===== config.mk =====
export PLATFORM = sky130hd
export DESIGN_NAME = pwm_period_duty_capture
export DESIGN_NICKNAME = d
export VERILOG_FILES = /design/src/sv/pdc_pkg.sv /design/src/sv/pdc_front.sv /design/src/sv/pdc_fifo.sv /design/src/sv/pdc_div.sv /design/src/sv/pdc_back.sv /design/src/sv/pwm_period_duty_capture.sv
export SDC_FILE = /design/constraint.sdc
export NUM_CORES = 1
export LEC_CHECK = 0
export BUFFER_PORTS_ARGS = -buffer_cell sky130_fd_sc_hd__buf_2
export CORE_MARGIN = 5
export CORE_UTILIZATION = 30
export CTS_CLUSTER_SIZE = 12
export DETAILED_ROUTE_END_ITERATION = 10
export PLACE_DENSITY = 0.45
export SLEW_MARGIN = 40
export SYNTH_ARGS = -nofsm -noshare
export SYNTH_HDL_FRONTEND = slang
export SYNTH_HIERARCHICAL = 1
export SYNTH_SLANG_ARGS = --single-unit

===== constraint.sdc =====
create_clock -name clk -period 6.7 [get_ports clk]
set_input_delay 1.34 -clock clk [delete_from_list [all_inputs] [get_ports clk]]
set_output_delay 1.34 -clock clk [all_outputs]
set_load 0.005 [all_outputs]

===== src/sv/pdc_pkg.sv =====
// Shared types and constants for the PWM period and duty capture block.
package pdc_pkg;

	// Fixed widths of the result fields.
	localparam int PHASE_W  = 2;
	localparam int PERIOD_W = 32;
	localparam int FREQ_W   = 24;
	localparam int DUTY_W   = 15;

	// Duty is 100 percent with eight fraction bits.
	localparam int DUTY_SCALE = 25600;

	// Configuration register indexes.
	localparam int CFG_IDX_W = 1;
	localparam logic [CFG_IDX_W-1:0] CFG_TIMER_CLOCK = 1'b0;
	localparam logic [CFG_IDX_W-1:0] CFG_CONTINUOUS  = 1'b1;

	// Tick rate after reset.
	localparam logic [FREQ_W-1:0] TIMER_RESET = 24'd15625;

	// Depth of the queue between the edge tracker and the arithmetic back end.
	localparam int QUEUE_DEPTH = 4;

	// Classification of one tick as seen by the back end.
	typedef struct packed {
		logic [PHASE_W-1:0] phase;
		logic               done;
	} pdc_ctl_t;

endpackage


===== src/sv/pdc_front.sv =====
// Edge tracker: follows the signal level tick by tick and captures high time and period.
module pdc_front #(
	parameter int CW = 32
) (
	input  logic                                clk,
	input  logic                                arst_n,
	input  logic                                cfg_valid,
	input  logic [pdc_pkg::CFG_IDX_W-1:0]       cfg_index,
	input  logic [pdc_pkg::FREQ_W-1:0]          cfg_data,
	input  logic                                in_valid,
	input  logic                                signal_level,
	input  logic                                start_request,
	input  logic                                q_full,
	output logic                                push,
	output pdc_pkg::pdc_ctl_t                   ent_ctl,
	output logic [CW-1:0]                       ent_high,
	output logic [CW-1:0]                       ent_period
);
	import pdc_pkg::*;

	typedef enum logic [PHASE_W-1:0] {
		PH_IDLE  = 2'd0,
		PH_RISE1 = 2'd1,
		PH_FALL  = 2'd2,
		PH_RISE2 = 2'd3
	} phase_t;

	phase_t        phase_q, phase_d;
	logic          prev_q;
	logic          cont_q;
	logic [CW-1:0] count_q, count_inc, count_d;
	logic [CW-1:0] high_q, period_q, high_d, period_d;
	logic          rise, fall, done_d;

	assign push = in_valid && !q_full;
	assign rise = !prev_q && signal_level;
	assign fall = prev_q && !signal_level;

	// The counter runs, saturating, while a pulse or period is being timed.
	always_comb begin
		count_inc = count_q;
		if ((phase_q == PH_FALL || phase_q == PH_RISE2) && count_q != '1) begin
			count_inc = count_q + CW'(1);
		end
	end

	// Phase transitions and captures for one tick.
	always_comb begin
		phase_d  = phase_q;
		count_d  = count_inc;
		high_d   = high_q;
		period_d = period_q;
		done_d   = 1'b0;
		unique case (phase_q)
			PH_IDLE: begin
				if (start_request) begin
					phase_d = PH_RISE1;
				end
			end
			PH_RISE1: begin
				if (rise) begin
					count_d = '0;
					phase_d = PH_FALL;
				end
			end
			PH_FALL: begin
				if (fall) begin
					high_d  = count_inc;
					phase_d = PH_RISE2;
				end
			end
			PH_RISE2: begin
				if (rise) begin
					period_d = count_inc;
					done_d   = 1'b1;
					phase_d  = cont_q ? PH_RISE1 : PH_IDLE;
				end
			end
			default: phase_d = PH_IDLE;
		endcase
	end

	assign ent_ctl.phase = PHASE_W'(phase_d);
	assign ent_ctl.done  = done_d;
	assign ent_high      = high_d;
	assign ent_period    = period_d;

	// State register, advanced on every accepted transaction.
	always_ff @(posedge clk or negedge arst_n) begin
		if (!arst_n) begin
			phase_q  <= PH_IDLE;
			prev_q   <= 1'b0;
			cont_q   <= 1'b0;
			count_q  <= '0;
			high_q   <= '0;
			period_q <= '0;
		end else begin
			if (cfg_valid && cfg_index == CFG_CONTINUOUS) begin
				cont_q <= cfg_data[0];
			end
			if (push) begin
				phase_q  <= phase_d;
				prev_q   <= signal_level;
				count_q  <= count_d;
				high_q   <= high_d;
				period_q <= period_d;
			end
		end
	end

	// A completed period always leaves the tracker idle or re-armed.
	a_done_phase: assert property (@(posedge clk) disable iff (!arst_n)
		(push && ent_ctl.done) |-> (phase_q == PH_RISE2 &&
			(ent_ctl.phase == PH_IDLE || ent_ctl.phase == PH_RISE1)))
		else $error("period completed from an unexpected phase");

	// The high time can never exceed the period that follows it.
	a_high_le_period: assert property (@(posedge clk) disable iff (!arst_n)
		(push && ent_ctl.done) |-> (ent_high <= ent_period))
		else $error("captured high time exceeds period");

endmodule


===== src/sv/pdc_fifo.sv =====
// Short queue that decouples the edge tracker from the arithmetic back end.
module pdc_fifo #(
	parameter int W = 8
) (
	input  logic         clk,
	input  logic         arst_n,
	input  logic         push,
	input  logic [W-1:0] push_data,
	output logic         full,
	input  logic         pop,
	output logic [W-1:0] pop_data,
	output logic         empty
);
	import pdc_pkg::*;

	localparam int PTR_W = $clog2(QUEUE_DEPTH);
	localparam int CNT_W = $clog2(QUEUE_DEPTH + 1);

	logic [W-1:0]     store_q [QUEUE_DEPTH];
	logic [PTR_W-1:0] wr_q, rd_q;
	logic [CNT_W-1:0] count_q;

	assign full     = (count_q == CNT_W'(QUEUE_DEPTH));
	assign empty    = (count_q == '0);
	assign pop_data = store_q[rd_q];

	// Entry storage.
	always_ff @(posedge clk) begin
		if (push) begin
			store_q[wr_q] <= push_data;
		end
	end

	// Pointers and fill count.
	always_ff @(posedge clk or negedge arst_n) begin
		if (!arst_n) begin
			wr_q    <= '0;
			rd_q    <= '0;
			count_q <= '0;
		end else begin
			if (push) begin
				wr_q <= (wr_q == PTR_W'(QUEUE_DEPTH - 1)) ? '0 : wr_q + PTR_W'(1);
			end
			if (pop) begin
				rd_q <= (rd_q == PTR_W'(QUEUE_DEPTH - 1)) ? '0 : rd_q + PTR_W'(1);
			end
			if (push && !pop) begin
				count_q <= count_q + CNT_W'(1);
			end else if (pop && !push) begin
				count_q <= count_q - CNT_W'(1);
			end
		end
	end

	a_no_overflow: assert property (@(posedge clk) disable iff (!arst_n) !(push && full))
		else $error("queue written while full");

	a_no_underflow: assert property (@(posedge clk) disable iff (!arst_n) !(pop && empty))
		else $error("queue read while empty");

endmodule


===== src/sv/pdc_div.sv =====
// Restoring divider that resolves one quotient bit per cycle.
module pdc_div #(
	parameter int CW = 32,
	parameter int DW = 47
) (
	input  logic          clk,
	input  logic          arst_n,
	input  logic          start,
	input  logic [DW-1:0] dividend,
	input  logic [CW-1:0] divisor,
	output logic          busy,
	output logic          done,
	output logic [DW-1:0] quotient
);
	localparam int CNT_W = $clog2(DW);

	logic [CW-1:0]    rem_q, div_q;
	logic [DW-1:0]    quo_q;
	logic [CNT_W-1:0] cnt_q;
	logic             busy_q, done_q;
	logic [CW:0]      rem_sh, rem_diff;
	logic             ge;

	assign busy     = busy_q;
	assign done     = done_q;
	assign quotient = quo_q;

	// One shift-and-subtract step.
	assign rem_sh   = {rem_q, quo_q[DW-1]};
	assign ge       = rem_sh >= {1'b0, div_q};
	assign rem_diff = rem_sh - {1'b0, div_q};

	// Datapath: the dividend shifts out as the quotient shifts in.
	always_ff @(posedge clk) begin
		if (start && !busy_q) begin
			rem_q <= '0;
			quo_q <= dividend;
			div_q <= divisor;
		end else if (busy_q) begin
			rem_q <= ge ? rem_diff[CW-1:0] : rem_sh[CW-1:0];
			quo_q <= {quo_q[DW-2:0], ge};
		end
	end

	// Step counter and completion pulse.
	always_ff @(posedge clk or negedge arst_n) begin
		if (!arst_n) begin
			busy_q <= 1'b0;
			done_q <= 1'b0;
			cnt_q  <= '0;
		end else begin
			done_q <= 1'b0;
			if (start && !busy_q) begin
				busy_q <= 1'b1;
				cnt_q  <= CNT_W'(DW - 1);
			end else if (busy_q) begin
				if (cnt_q == '0) begin
					busy_q <= 1'b0;
					done_q <= 1'b1;
				end else begin
					cnt_q <= cnt_q - CNT_W'(1);
				end
			end
		end
	end

endmodule


===== src/sv/pdc_back.sv =====
// Back end: computes frequency and duty for completed periods and drives the result register.
module pdc_back #(
	parameter int CW = 32
) (
	input  logic                               clk,
	input  logic                               arst_n,
	input  logic                               cfg_valid,
	input  logic [pdc_pkg::CFG_IDX_W-1:0]      cfg_index,
	input  logic [pdc_pkg::FREQ_W-1:0]         cfg_data,
	input  logic                               q_empty,
	input  pdc_pkg::pdc_ctl_t                  q_ctl,
	input  logic [CW-1:0]                      q_high,
	input  logic [CW-1:0]                      q_period,
	output logic                               q_pop,
	output logic                               out_valid,
	input  logic                               out_stall,
	output logic [pdc_pkg::PHASE_W-1:0]        capture_phase,
	output logic                               measurement_done,
	output logic [pdc_pkg::PERIOD_W-1:0]       period_ticks,
	output logic [pdc_pkg::PERIOD_W-1:0]       high_ticks,
	output logic [pdc_pkg::FREQ_W-1:0]         frequency_hz,
	output logic [pdc_pkg::DUTY_W-1:0]         duty_percent_q8
);
	import pdc_pkg::*;

	localparam int DW    = CW + DUTY_W;
	localparam int EXT_W = (CW > PERIOD_W) ? CW : PERIOD_W + 1;

	typedef enum logic [1:0] {
		ST_PASS,
		ST_FREQ,
		ST_DUTY,
		ST_OUT
	} state_t;

	state_t              st_q;
	logic [FREQ_W-1:0]   timer_q;
	logic [FREQ_W-1:0]   freq_q;
	logic [DUTY_W-1:0]   duty_q;
	pdc_ctl_t            ent_ctl_q;
	logic [CW-1:0]       ent_high_q, ent_period_q;
	logic [DW-1:0]       dividend_q;
	logic [CW-1:0]       divisor_q;
	logic                start_q;
	logic                div_busy, div_done;
	logic [DW-1:0]       div_quo;
	logic [DW-1:0]       duty_num;
	logic [DUTY_W-1:0]   duty_clamped;
	logic                out_free;
	logic                long_entry, load_pass, load_out;
	logic                out_valid_q;
	logic [PHASE_W-1:0]  out_phase_q;
	logic                out_done_q;
	logic [PERIOD_W-1:0] out_period_q, out_high_q;
	logic [FREQ_W-1:0]   out_freq_q;
	logic [DUTY_W-1:0]   out_duty_q;

	// Clamp a tick count to the 32-bit result field.
	function automatic logic [PERIOD_W-1:0] sat_ticks(input logic [CW-1:0] v);
		logic [EXT_W-1:0] wide;
		wide = EXT_W'(v);
		return (wide > EXT_W'(33'h0_FFFF_FFFF)) ? '1 : wide[PERIOD_W-1:0];
	endfunction

	pdc_div #(
		.CW(CW),
		.DW(DW)
	) u_div (
		.clk      (clk),
		.arst_n   (arst_n),
		.start    (start_q),
		.dividend (dividend_q),
		.divisor  (divisor_q),
		.busy     (div_busy),
		.done     (div_done),
		.quotient (div_quo)
	);

	// High time times 25600 as shifts and adds: 25600 = 2^14 + 2^13 + 2^10.
	assign duty_num = (DW'(ent_high_q) << 14) + (DW'(ent_high_q) << 13)
		+ (DW'(ent_high_q) << 10);

	assign duty_clamped = (div_quo > DW'(DUTY_SCALE)) ? DUTY_W'(DUTY_SCALE)
		: div_quo[DUTY_W-1:0];

	assign out_free = !out_valid_q || !out_stall;
	assign q_pop    = (st_q == ST_PASS) && !q_empty && out_free;

	// A completed period of non-zero length needs the divider; anything else goes straight out.
	assign long_entry = q_ctl.done && (q_period != '0);
	assign load_pass  = q_pop && !long_entry;
	assign load_out   = (st_q == ST_OUT) && out_free;

	assign out_valid        = out_valid_q;
	assign capture_phase    = out_phase_q;
	assign measurement_done = out_done_q;
	assign period_ticks     = out_period_q;
	assign high_ticks       = out_high_q;
	assign frequency_hz     = out_freq_q;
	assign duty_percent_q8  = out_duty_q;

	// Sequencer: pass plain ticks through, run two divisions for a non-zero completed period.
	always_ff @(posedge clk or negedge arst_n) begin
		if (!arst_n) begin
			st_q         <= ST_PASS;
			timer_q      <= TIMER_RESET;
			freq_q       <= '0;
			duty_q       <= '0;
			start_q      <= 1'b0;
			ent_ctl_q    <= '0;
			ent_high_q   <= '0;
			ent_period_q <= '0;
			dividend_q   <= '0;
			divisor_q    <= '0;
			out_valid_q  <= 1'b0;
			out_phase_q  <= '0;
			out_done_q   <= 1'b0;
			out_period_q <= '0;
			out_high_q   <= '0;
			out_freq_q   <= '0;
			out_duty_q   <= '0;
		end else begin
			start_q     <= (q_pop && long_entry) || ((st_q == ST_FREQ) && div_done);
			out_valid_q <= load_pass || load_out || (out_valid_q && out_stall);
			if (cfg_valid && cfg_index == CFG_TIMER_CLOCK) begin
				timer_q <= cfg_data;
			end
			unique case (st_q)
				ST_PASS: begin
					if (q_pop) begin
						if (long_entry) begin
							ent_ctl_q    <= q_ctl;
							ent_high_q   <= q_high;
							ent_period_q <= q_period;
							dividend_q   <= DW'(timer_q);
							divisor_q    <= q_period;
							st_q         <= ST_FREQ;
						end else begin
							// Plain tick, or a period of zero whose results are zero.
							out_phase_q  <= q_ctl.phase;
							out_done_q   <= q_ctl.done;
							out_period_q <= sat_ticks(q_period);
							out_high_q   <= sat_ticks(q_high);
							out_freq_q   <= q_ctl.done ? '0 : freq_q;
							out_duty_q   <= q_ctl.done ? '0 : duty_q;
							if (q_ctl.done) begin
								freq_q <= '0;
								duty_q <= '0;
							end
						end
					end
				end
				ST_FREQ: begin
					if (div_done) begin
						freq_q     <= div_quo[FREQ_W-1:0];
						dividend_q <= duty_num;
						st_q       <= ST_DUTY;
					end
				end
				ST_DUTY: begin
					if (div_done) begin
						duty_q <= duty_clamped;
						st_q   <= ST_OUT;
					end
				end
				ST_OUT: begin
					if (out_free) begin
						out_phase_q  <= ent_ctl_q.phase;
						out_done_q   <= ent_ctl_q.done;
						out_period_q <= sat_ticks(ent_period_q);
						out_high_q   <= sat_ticks(ent_high_q);
						out_freq_q   <= freq_q;
						out_duty_q   <= duty_q;
						st_q         <= ST_PASS;
					end
				end
				default: st_q <= ST_PASS;
			endcase
		end
	end

	a_duty_range: assert property (@(posedge clk) disable iff (!arst_n)
		out_valid_q |-> (out_duty_q <= DUTY_W'(DUTY_SCALE)))
		else $error("duty result above 100 percent");

	a_div_idle_start: assert property (@(posedge clk) disable iff (!arst_n)
		start_q |-> !div_busy)
		else $error("division started while divider busy");

endmodule


===== src/sv/pwm_period_duty_capture.sv =====
// Top level of the PWM period and duty capture block.
//
// Each input transaction is one prescaled timer tick carrying signal_level and
// start_request; every tick yields exactly one result transaction, in order.
// The edge tracker takes one tick per cycle while the queue is not full and
// writes its classification into a four-entry queue. The back end passes plain
// ticks to the result register at one per cycle while not dividing or stalled.
// A tick that completes a period with a non-zero length runs two divisions on
// a shared one-bit-per-cycle divider, frequency and then duty; after both, its
// result enters the result register from the output state and the back end
// takes the next entry in its pass state. in_stall rises when the queue is
// full; out_stall holds the result register and, through the queue, eventually
// the input. The result register is separate from the queue, so new ticks are
// accepted while a result waits. Configuration writes are always ready and
// take effect at once; the user makes them only while no tick is outstanding;
// the block does not enforce it. Reset clears the tracker to idle, the held
// measurements to zero, the tick rate to 15625 and single mode.
module pwm_period_duty_capture #(
	parameter int COUNT_WIDTH = 32
) (
	input  logic                               clk,
	input  logic                               arst_n,
	input  logic                               cfg_valid,
	output logic                               cfg_ready,
	input  logic [pdc_pkg::CFG_IDX_W-1:0]      cfg_index,
	input  logic [pdc_pkg::FREQ_W-1:0]         cfg_data,
	input  logic                               in_valid,
	output logic                               in_stall,
	input  logic                               signal_level,
	input  logic                               start_request,
	output logic                               out_valid,
	input  logic                               out_stall,
	output logic [pdc_pkg::PHASE_W-1:0]        capture_phase,
	output logic                               measurement_done,
	output logic [pdc_pkg::PERIOD_W-1:0]       period_ticks,
	output logic [pdc_pkg::PERIOD_W-1:0]       high_ticks,
	output logic [pdc_pkg::FREQ_W-1:0]         frequency_hz,
	output logic [pdc_pkg::DUTY_W-1:0]         duty_percent_q8
);
	import pdc_pkg::*;

	localparam int ENT_W = $bits(pdc_ctl_t) + 2 * COUNT_WIDTH;

	logic                   push, pop, q_full, q_empty;
	pdc_ctl_t               f_ctl, b_ctl;
	logic [COUNT_WIDTH-1:0] f_high, f_period, b_high, b_period;
	logic [ENT_W-1:0]       push_data, pop_data;

	assign cfg_ready = 1'b1;
	assign in_stall  = q_full;

	// Queue entry packing.
	assign push_data                = {f_ctl, f_high, f_period};
	assign {b_ctl, b_high, b_period} = pop_data;

	pdc_front #(
		.CW(COUNT_WIDTH)
	) u_front (
		.clk           (clk),
		.arst_n        (arst_n),
		.cfg_valid     (cfg_valid),
		.cfg_index     (cfg_index),
		.cfg_data      (cfg_data),
		.in_valid      (in_valid),
		.signal_level  (signal_level),
		.start_request (start_request),
		.q_full        (q_full),
		.push          (push),
		.ent_ctl       (f_ctl),
		.ent_high      (f_high),
		.ent_period    (f_period)
	);

	pdc_fifo #(
		.W(ENT_W)
	) u_fifo (
		.clk       (clk),
		.arst_n    (arst_n),
		.push      (push),
		.push_data (push_data),
		.full      (q_full),
		.pop       (pop),
		.pop_data  (pop_data),
		.empty     (q_empty)
	);

	pdc_back #(
		.CW(COUNT_WIDTH)
	) u_back (
		.clk              (clk),
		.arst_n           (arst_n),
		.cfg_valid        (cfg_valid),
		.cfg_index        (cfg_index),
		.cfg_data         (cfg_data),
		.q_empty          (q_empty),
		.q_ctl            (b_ctl),
		.q_high           (b_high),
		.q_period         (b_period),
		.q_pop            (pop),
		.out_valid        (out_valid),
		.out_stall        (out_stall),
		.capture_phase    (capture_phase),
		.measurement_done (measurement_done),
		.period_ticks     (period_ticks),
		.high_ticks       (high_ticks),
		.frequency_hz     (frequency_hz),
		.duty_percent_q8  (duty_percent_q8)
	);

endmodule


Word-level counts from Yosys, hierarchy flattened. Memory sizes are Yosys's and may differ from the RTL's. Cells that the tools add are included. Widths: inputs -> output; s select.

Output and inout port bits: 109. Memories: 1. Logic and storage cells: 185. Register bits: 513. Memory bits (writable): 268. Bits of input ports: 32.

Order comparisons: 2. Eq/ne operators: 17. Bitwise gates (word level): 1. Multiplexer cells: 74. Add/subtract/negate cells: 9. Reduce and logical (&&, ||, !) cells: 49.

Memories: u_fifo.store_q (words 4, width 67, rd ports 1, clocked after Yosys merged registers in 0, wr ports 1, line pdc_fifo.sv:19) `logic [W-1:0] store_q [QUEUE_DEPTH];`.

Operators with widths (number): $mux 32 (14); $mux 47 (5); $pmux 32 s2 (2); $mux 24 (5); $pmux 24 s2 (2); $pmux 47 s2 (1); $mux 15 (6); $pmux 15 s2 (2); $add 46x45->47 (1); $add 47x42->47 (1); $gt 47x15->1 const B (1); $ge 33x32->1 (1); $add 32x1->32 const B (1); $ne 32x32->1 const B (1); $reduce_bool 32->1 (1); $sub 32x32->32 (1); $mux 2 (14); $mux 6 (3); $logic_and 1x1->1 (17); $pmux 2 s4 (2); $reduce_and 4->1 (4); $mux 1 (14); $eq 2x2->1 const B (6); $logic_not 1->1 (10); 20 further kinds (37).

Logic depth before layout (Yosys ltp).
Depth in word-level cells: 7. Depth in mapped cells: 15.

Hierarchy. The synthesis kept the hierarchy.

Modules (own cells, without submodules): pdc_back (area an instance 13995.9 µm², instances 1, cells an instance 1276); pdc_fifo (area an instance 10094.7 µm², instances 1, cells an instance 388); pdc_div (area an instance 6593.8 µm², instances 1, cells an instance 713); pdc_front (area an instance 5395.2 µm², instances 1, cells an instance 664); pwm_period_duty_capture (area an instance 11.3 µm², instances 1, cells an instance 2).

Worst setup path after synthesis. No wires, ideal clock.

Path kind: input to register. Start point: in in_valid. End point: mem u_fifo/store_q[1][0] in the netlist's numbering, enable pin. Cell stages on the path: 5. Arrival: 3.826 ns. Path slack: 2.442 ns. Required time: 6.268 ns. Library setup time: 0.432 ns. Path through: nand2b_1 -> inv_1 -> clkbuf_1 -> clkbuf_1 -> and2_1.

Cells in the longest elaborated chain, start to end: 3.

RTL lines: start: declaration (line pwm_period_duty_capture.sv:27) `input logic in_valid,`; $logic_and 1x1->1 (line pdc_front.sv:35) `assign push = in_valid && !q_full;`; net push (line pwm_period_duty_capture.sv:44) `logic push, pop, q_full, q_empty;`; $mux 1 (line pdc_fifo.sv:29) `if (push) begin`; $mux 1 (implied by the code) (line pdc_fifo.sv:30) `store_q[wr_q] <= push_data;`; end: declaration (line pdc_fifo.sv:19).

The timed path passes the listed nets, and every way through them passes these cells.

Final worst setup path.
Start point: reg u_fifo.rd_q[0]. End point: reg u_back.out_freq_q[16] (netlist: u_back/frequency_hz[16]).

Cells in the longest elaborated chain, start to end: 5.

RTL lines: start: declaration (line pdc_fifo.sv:20) `logic [PTR_W-1:0] wr_q, rd_q;`; start signal: assignment (line pdc_fifo.sv:45) `rd_q <= (rd_q == PTR_W'(QUEUE_DEPTH - 1)) ? '0 : rd_q + PTR_W'(1);`; $mem_v2 4x67; net pop_data[22] (line pwm_period_duty_capture.sv:47) `logic [ENT_W-1:0] push_data, pop_data;`; $reduce_bool 32->1 (line pdc_back.sv:90) `assign long_entry = q_ctl.done && (q_period != '0);`; $logic_and 1x1->1 (line pdc_back.sv:90); $ne 2x2->1 (no source line); $reduce_and 4->1 (no source line); end signal: assignment (line pdc_back.sv:144) `out_freq_q <= q_ctl.done ? '0 : freq_q;`; end signal: assignment (line pdc_back.sv:172) `out_freq_q <= freq_q;`; end: declaration (line pdc_back.sv:55) `logic [FREQ_W-1:0] out_freq_q;`.

The timed path passes the listed nets, and every way through them passes these cells. The select of a mux whose other input is x is not followed. A chain may end at the register's enable or synchronous reset.

==> results.ini <==
[run_status]
run_status = finished clean

[global_routing]
grt_overflow_total = 0
grt_pass1_vias = 22985
grt_usage_pct = 14.8
antenna_found_initial = 1
grt_pass1_wl_um = 146000
grt_max_degree = 123

[min_path]
min_path_cells = 2
hp-class = flip-flop to flip-flop
hold_start = u_back/frequency_hz[12]$_DFFE_PN0P_
whs_endpoint = u_back/frequency_hz[12]$_DFFE_PN0P_

[placement]
io_buffer_count = 139
place_congestion = 0.807
hpwlAfterDp_um = 65900

[synth]
syn-cell-area_um2 = 36100
synth_top_area_cell = edfxtp_1
synthFlopType = dfrtp_1
synth_cell_type_count = 101
synth-compound-area-share_pct = 11.0
seq_area_frac_synth_pct = 58.5
ys_top_cells_by_count = nand2_1, dfrtp_1, edfxtp_1, o21ai_0, clkbuf_1
synthMuxAreaShare_pct = 9.42
async_reset_ff_share_pct = 51.5
synth_nets = 3186
yosys_warnings = 6
synth_fa_ha_area_share_pct = 4.49
synth.top_cell.area_share_pct = 28.9
synth_seq_cells = 781
synth_edf_count = 347
yosys.area_share.simple_pct = 11.2
synth_top_family_by_area = simple AND/OR/NAND/NOR gates
synthMostInstantiatedCell = nand2_1
synthTopCellsByArea = edfxtp_1, dfrtp_1, nand2_1
postSynthCellCount = 3043
synth-xor-area-share_pct = 2.16
syn_avg_cell_area_um2 = 11.9

[critical_path]
cpPeakStageDelay_ns = 0.89
crit_path_start_kind = flip-flop
end_kind = flip-flop
r2r_start = u_fifo/rd_q[0]$_DFFE_PN0P_
cp.arrival_ns = 5.18
required_ns = 7.19
critPathKind = flip-flop to flip-flop
path_buf_inv = 1
regToRegSetupSlack_ns = 2.01
crit_slowest_cell = dfrtp_4
crit_chain = mux4_2, nor4_1, nand4_1, o21ai_1, nand2_1, o22ai_1, nand2_4, buf_4, nand2_1, o21ai_0
critPathMaxFanout = 81
path_common_cell = nand2_1
r2r_cells = 10
rr_endpoint = u_back/frequency_hz[16]$_DFFE_PN0P_
cp_top_family = simple AND/OR/NAND/NOR gates

[floorplan]
die_area_um2 = 127000
die_y_um = 357
die_w_um = 357
fp-row-count = 127
io_pins = 141
core_area_um2 = 120000
start_util_pct = 30.2

[clocking]
cts_resized = 0
numCtsBuffers = 86
insertion_delay_ns = 0.65
cts_hold_buffers = 0
path_clk_slew_ns = 0.06
cts_sinks = 781
cts_root_buf = clkbuf_16
post_cts_buffers = 0
clock_path_buffers = 3
cts_tree = yes
htree_levels = 3

[timing]
fin_skew_ns = 0.0247
hold_viol = 0
max_freq_mhz = 213
rsz0062_at_grt = no
period_minus_slack_ns = 4.69
setup_tns_ns = 0
worst_slew_pin_slew_ns = 0.857
relSlewSlack_pct = 42.5
slew_violations = 0
finalSetupViolations = 0
fin_crit_sh_pct = 70.0

[layout]
drive_gt1_share_pct = 16.9
area_delta_synth_final_pct = 14.7
nets = 3283
multi_input_area_um2 = 14000
regArea_um2 = 21100
final_util_pct = 34.6
n_fill_cell = 11959

[detailed_routing]
drt-total-wl_um = 95000
viasPerCell = 4.80
wl_per_cell_um = 19.7
drtIter0Drc = 1617
routed-via-count = 23177
antenna_left = 0
drc = 0
firstDrtPassIters = 7

[power]
p_total_mw = 11.7
power_density_nw_per_um2 = 283
p_leak_nw = 17.3
vdd_drop_max_mv = 0.160

[run]
max-cap-violations = 0

-- placed cells by master (no fill, tap or decap), types with 8 or more instances in the layout --
master,synthesis,layout
a211oi_1,10,10
a21o_1,18,18
a21oi_1,87,87
a22o_1,38,38
a31oi_1,16,16
and3_1,18,18
buf_2,34,138
buf_4,10,33
clkbuf_1,116,28
clkbuf_16,0,86
clkbuf_8,1,13
clkinv_2,0,11
dfrtp_1,395,393
dfxtp_1,32,32
edfxtp_1,347,347
fa_1,31,31
ha_1,80,78
inv_1,77,74
mux2_2,96,96
mux2i_1,81,81
mux4_2,67,67
nand2_1,608,602
nand2b_1,12,11
nand3_1,81,81
nand4_1,31,31
nor2_1,60,55
nor2b_1,10,8
nor3_1,18,18
nor4_1,24,23
o21ai_0,347,342
o21ai_1,8,13
o21bai_1,15,14
o311ai_0,17,17
o31ai_1,17,17
xnor2_1,44,41
xor2_1,45,45
-- state kept, by name (all words and copies together) (netlist names), 15 cells and up --
register,count
u_back/dividend_q,47
u_back/divisor_q,32
u_back/duty_percent_q8,15
u_back/duty_q,15
u_back/ent_high_q,32
u_back/freq_q,24
u_back/frequency_hz,24
u_back/high_ticks,32
u_back/period_ticks,32
u_back/timer_q,24
u_back/u_div/div_q,32
u_back/u_div/quotient,47
u_back/u_div/rem_q,32
u_fifo/store_q,268
u_front/count_q,32
u_front/high_q,32
u_front/period_q,32
-- area by class of cell --
| class | count | area share, % |
|---|---|---|
| clock inverter | 35 | 0.931 |
| sequential | 781 | 51.1 |
| timing repair buffer | 183 | 2.83 |
| clock buffer | 127 | 5.88 |
| inverter | 77 | 0.710 |
| antenna | 1 | 0.00604 |
| multi-input combinational | 2011 | 33.7 |
| tap | 1612 | 4.87 |
-- routing by layer --
| layer | global-route usage (%) | up-vias | part of all wire, % |
|---|---|---|---|
| met5 | 0 | - | 0 |
| met4 | 3.49 | 0 | 1.7 |
| met3 | 2.50 | 90 | 4.5 |
| met2 | 23.4 | 410 | 46 |
| met1 | 21.2 | 11424 | 48 |
| li1 | - | 11253 | - |
-- stage by stage --
stage          worst slack, ns  instances  instance area [um^2]  hold slack [ns]
2_1_floorplan             2.44       3043                 36100            0.435
3_3_place_gp              2.00       4657                 38400            0.449
3_5_place_dp              1.93       4663                 38500            0.453
4_1_cts                   1.91       4825                 41400            0.470
5_1_grt                   1.55       4826                 41400            0.491
6_report                  2.01       4827                 41400            0.469
-- worst max path at each step --
stage	cells past startpoint	from	to	slack [ns]
2_1_floorplan	5	in_valid	u_fifo/store_q[1][0]$_DFFE_PP_	2.44
3_3_place_gp	10	u_fifo/rd_q[0]$_DFFE_PN0P_	u_back/frequency_hz[18]$_DFFE_PN0P_	2.00
3_5_place_dp	10	u_fifo/rd_q[0]$_DFFE_PN0P_	u_back/frequency_hz[19]$_DFFE_PN0P_	1.93
4_1_cts	10	u_fifo/rd_q[0]$_DFFE_PN0P_	u_back/frequency_hz[14]$_DFFE_PN0P_	1.91
5_1_grt	10	u_fifo/rd_q[0]$_DFFE_PN0P_	u_back/frequency_hz[2]$_DFFE_PN0P_	1.55
6_report	10	u_fifo/rd_q[0]$_DFFE_PN0P_	u_back/frequency_hz[16]$_DFFE_PN0P_	2.01
-- tightest hold or removal path: stages, from the launching register on --
cell,delay (ns)
dfrtp_1,0.34
nand2_1,0.04
o21ai_0,0.05
-- power breakdown --
group          switching, mW  leakage, nW  internal (mW)
Sequential             0.191         8.58           5.62
Combinational          0.802         7.35          0.370
Clock                   1.96         1.37           2.77
Total                   2.95         17.3           8.75
-- logic make-up after synthesis --
group,Yosys count
simple gates,915
mux,244
flops,781
compound gates,651
fa+ha+maj,111
xor+xnor,89
buf+inv,251
other cells,1
(Power assumes the default switching activity.)
